$ cat src/rtl/kmst_pkg.sv
// Shared types and constants for the matrix Kruskal spanning tree block.
package kmst_pkg;

    localparam int NODE_W   = 6;
    localparam int WEIGHT_W = 14;
    localparam int STATUS_W = 2;

    localparam logic [WEIGHT_W-1:0] NO_EDGE = WEIGHT_W'(10000);

    localparam logic [STATUS_W-1:0] STATUS_TREE   = 2'd0;
    localparam logic [STATUS_W-1:0] STATUS_SINGLE = 2'd1;
    localparam logic [STATUS_W-1:0] STATUS_DISCON = 2'd2;

    typedef enum logic [2:0] {
        ST_CLEAR,
        ST_IDLE,
        ST_SCAN,
        ST_SCAN_END,
        ST_DECIDE,
        ST_FIND_A,
        ST_FIND_B,
        ST_EMIT
    } kmst_state_t;

endpackage

$ cat src/rtl/kmst_forest.sv
// Union-find parent table; every node points to itself after reset or clear.
module kmst_forest
    import kmst_pkg::*;
#(
    parameter int MAX_NODES = 32,
    parameter int AW        = 5
) (
    input  logic          aclk,
    input  logic          aresetn,
    input  logic          clear,
    input  logic          we,
    input  logic [AW-1:0] waddr,
    input  logic [AW-1:0] wdata,
    input  logic [AW-1:0] raddr,
    output logic [AW-1:0] rdata
);

    logic [AW-1:0] parent_reg [0:MAX_NODES-1];

    always_ff @(posedge aclk) begin
        for (int k = 0; k < MAX_NODES; k++) begin
            if (!aresetn || clear) begin
                parent_reg[k] <= AW'(k);
            end else if (we && (waddr == AW'(k))) begin
                parent_reg[k] <= wdata;
            end
        end
    end

    assign rdata = parent_reg[raddr];

endmodule

$ cat config.mk
export PLATFORM = sky130hd
export DESIGN_NAME = kmst_forest
export DESIGN_NICKNAME = d
export VERILOG_FILES = /design/src/rtl/kmst_pkg.sv /design/src/rtl/kmst_forest.sv
export SDC_FILE = /design/constraint.sdc
export NUM_CORES = 1
export LEC_CHECK = 0
export BUFFER_PORTS_ARGS = -buffer_cell sky130_fd_sc_hd__buf_4
export CAP_MARGIN = 15
export CORE_ASPECT_RATIO = 1.25
export CORE_UTILIZATION = 35
export DETAILED_ROUTE_END_ITERATION = 10
export PLACE_DENSITY = 0.47
export REMOVE_ABC_BUFFERS = 1
export SLEW_MARGIN = 40
export SYNTH_ARGS = -nofsm -noshare
export SYNTH_HDL_FRONTEND = slang
export SYNTH_SLANG_ARGS = --single-unit
$ cat constraint.sdc
create_clock -name aclk -period 2 [get_ports aclk]
set_clock_uncertainty 0.1 [all_clocks]
set_input_delay 0.1 -clock aclk [delete_from_list [all_inputs] [get_ports aclk]]
set_output_delay 0.1 -clock aclk [all_outputs]
set_load 0.1 [all_outputs]
; Word level (Yosys, flattened, before mapping)
; Memories as Yosys holds them, arrays and structs flattened.
; Cells that the tools add are included.
[word_totals]
inputBits = 19
register_bits = 0
memories = 1
ram_bits = 160
output_inout_bits = 5
elab_cells = 229
[op_classes]
bitwise = 32
n_reduce_logical = 35
muxes = 130
eq_ne = 31
[mem_list]
columns = memory, words, word_bits, read_ports, rd_ports_with_merged_regs, wr, line
row1 = parent_reg, 32, 5, 1, 0, 32, kmst_forest.sv:18  ; logic [AW-1:0] parent_reg [0:MAX_NODES-1];
[op_table]
columns = op, n
row1 = $mux W5, 32
row2 = $mux W1, 98
row3 = $eq A5 B5 Y1 const B, 16
row4 = $eq A5 B4 Y1 const B, 8
row5 = $logic_and A1 B1 Y1, 32
row6 = $or A1 B1 Y1, 32
row7 = $eq A5 B3 Y1 const B, 4
row8 = $eq A5 B2 Y1 const B, 2
row9 = $eq A5 B1 Y1 const B, 1
row10 = $logic_not A5 Y1, 1
row11 = $logic_not A1 Y1, 1
row12 = $logic_or A1 B1 Y1, 1

; Longest topological paths before layout
[logic_depth]
word_depth = 6
depth_mapped = 5
depth_no_buf = 3

; Worst setup path before layout
; No wires, ideal clock.
[synth_path]
kind = in2out
start = in raddr[1]
end = out rdata[0]
required_ns = 1.800
path_slack_ns = -0.081
arrival_ns = 1.881
stages = 5
path_buffers = 2
cell_sequence = buf_2 buf_4 mux4_2 mux4_2 mux2_2
[synth_between]
elab_chain_cells = 1
[synth_lines]
columns = item, line
row1 = start: declaration, kmst_forest.sv:14  ; input logic [AW-1:0] raddr,
row2 = $mem_v2 Z32 W5, -
row3 = end: declaration, kmst_forest.sv:15  ; output logic [AW-1:0] rdata
; Every way passes these cells.

; Final worst setup path
[layout_path]
start = mem parent_reg[15][1]
end = out rdata[1]
[layout_between]
elab_chain_cells = 1
[layout_lines]
columns = item, line
row1 = start: declaration, kmst_forest.sv:18
row2 = $mem_v2 Z32 W5, -
; Every way passes these cells.

==> metrics.txt <==
Synth Warn # 0; worst min path class in2reg; Initial Util 0.3604; post-place setup slack -0.2998 ns; Final min period 2.531 ns; VDD IR max 0.5381 mV; CTS Sinks 160; CP Launch Point parent_reg[15][1]; core area 21040 sq um; Slew HR 0.7048; max reg flops 160; Max clock buf depth 2; sequential group share of total power 0.468; syn avg cell area 14.81 sq um; worst slew pin tran 0.4404 ns; global-route total usage across every layer 0.1873; CTS Buf Count 17; Gate power share 0.109; DP HPWL 13.29 mm; setup ws final -0.5307 ns; Post-Synthesis Cells 512; CTS tree yes; vias per inst 5.269; clock share of power 0.423; share of cells above drive strength 1 0.2997; Fin Hold WS 0.0001299 ns; Cell Area, Placed 8408 sq um; top cell family by delay on the critical path multiplexers; Final Hold Vio Count 0; critical path arrival 2.33 ns; vias in the first global route 4556; Leakage 2.990 nW; largest fanout on the critical path 1; die area 22260 sq um; Root Buffer clkbuf_16; fin crit share 1.265; most frequent cells in the layout 160 x edfxtp_1, 73 x buf_4, 55 x and2_1; DR iter-0 viols 312; routed len/inst 23.23 um; RD Place Congestion 0.8084; slowest CP cell mux4_2; stages on the worst setup path 4; antenna cells 0; die width 133.6 um; max_cap viols 0; WS Path Type reg2out; Worst setup EP type output port; worst path required time 1.80 ns; largest net degree at the start of global routing 57; Congestion Overflow GR 0; Max H-tree Level 4; # nets final 581; Critical Path Start Type flip-flop; crit-path cells mux4_2, mux4_2, mux2_4, buf_12; power per cell area 919.6 nW/um^2; setup bufs post-CTS 0; die height 166.6 um; switching part of the total power 0.2304; CP bufs+invs 1; Pint 6.468 mW; CP max stage delay 0.52 ns; Critical Path Most Common Cell mux4_2; number of antenna violations at the first check in global routing 0; most common cell after layout, fill and taps aside edfxtp_1; Netlist cell types 23; RSZ-0062 raised after global routing yes; status finished with violations; switching power of the nets 1.936 mW; CTS clk-pin slew, worst paths 0.06 ns; final setup fails 5; first-pass GRT wire length 29.62 mm; synth-to-layout area growth 20.53%; DR vias 4468; Routed WL 19.70 mm; post-route cell area 9139 sq um; register area share after synthesis 0.6337; Slew Limit Fails 0; DRC violations left 0; mapped cell area 7582 sq um; failing checks setup timing; Pre-antenna DRT Iters 4; Synth Register Bits 160; Post-DRT Antenna Nets 0; Port Buffers 23; upper clock frequency limit 0.3951 GHz; Worst Setup EP rdata[1]; I/O Pins 24; Util after Layout 0.4344; row count 59; Tot Pwr 8.404 mW
## Yosys cell counts
cell | count | area share
o21ai_0 | 32 | 0.021
and2_1 | 55 | 0.045
nand4b_1 | 5 | 0.0058
nand4_1 | 1 | 0.00083
buf_4 | 2 | 0.0020
clkbuf_1 | 45 | 0.022
nor2_1 | 28 | 0.014
nand4bb_1 | 7 | 0.010
buf_1 | 1 | 0.00049
nor2b_1 | 1 | 0.00083
or4b_2 | 3 | 0.0040
or4b_1 | 1 | 0.0013
inv_1 | 2 | 0.00099
buf_2 | 4 | 0.0026
buf_6 | 2 | 0.0030
nand2b_1 | 1 | 0.00083
edfxtp_1 | 160 | 0.63
nor3_1 | 25 | 0.017
mux4_2 | 50 | 0.15
nand2_1 | 29 | 0.014
or4_1 | 1 | 0.00099
or3_1 | 52 | 0.043
mux2_2 | 5 | 0.0074
## logic make-up (layout without fill, tap and decap cells)
group	count (synthesis)	after routing	share of synthesized area
AOI/OAI and AO/OA	32	32	0.02112
buffers and inverters	56	118	0.03135
muxes	55	55	0.1559
and+or+nand+nor	209	209	0.1579
DFF	160	160	0.6337
## power groups by stage
stage	clock network, mW	registers [mW]	logic [mW]
2_1_floorplan	0	3.95	0.450
3_3_place_gp	0	4.00	0.847
3_5_place_dp	0	4.00	0.855
4_1_cts	3.61	3.93	0.928
5_1_grt	3.73	3.94	0.964
6_report	3.56	3.93	0.917
## repair_timing
action,in CTS,in global routing
hold endpoints to repair,2,0
setup endpoints to repair,5,5
hold buffers,1,0
pin swaps,0,0
gates resized for setup,20,0
## worst min path at each step
stage,from,end,slack [ns],depth (start not counted)
2_1_floorplan,wdata[0],parent_reg[17][0],0.18,1
3_3_place_gp,wdata[3],parent_reg[31][3],0.29,2
3_5_place_dp,wdata[3],parent_reg[15][3],0.29,2
4_1_cts,wdata[4],parent_reg[31][4],0.0009,2
5_1_grt,wdata[4],parent_reg[31][4],0.008,2
6_report,wdata[4],parent_reg[31][4],0.0001,2
## through the flow
stage	cells	setup TNS [ns]
floorplan	458	-3.701
global placement	816	-1.316
detailed placement	816	-1.360
CTS	848	-2.755
global route	848	-2.871
finish	848	-2.607
## layout make-up
cell class              count  area [sq um]
repair buffers             85         778.2
inverters                   2         7.507
well taps                 274         342.8
fillers                  1914         11900
clock inverters            14         214.0
flip-flops and latches    160          4805
clock buffers              17         425.4
multi-input cells         296          2566
## metal layers
layer	vias to the layer above	track usage	routed length (um)
met2	85	0.3256	10470
met1	2294	0.2400	8388
met3	16	0.02892	608
met4	0	0.05484	232
met5	-	0	0
li1	2073	-	-
No activity file was read; power rests on OpenSTA's default activity.
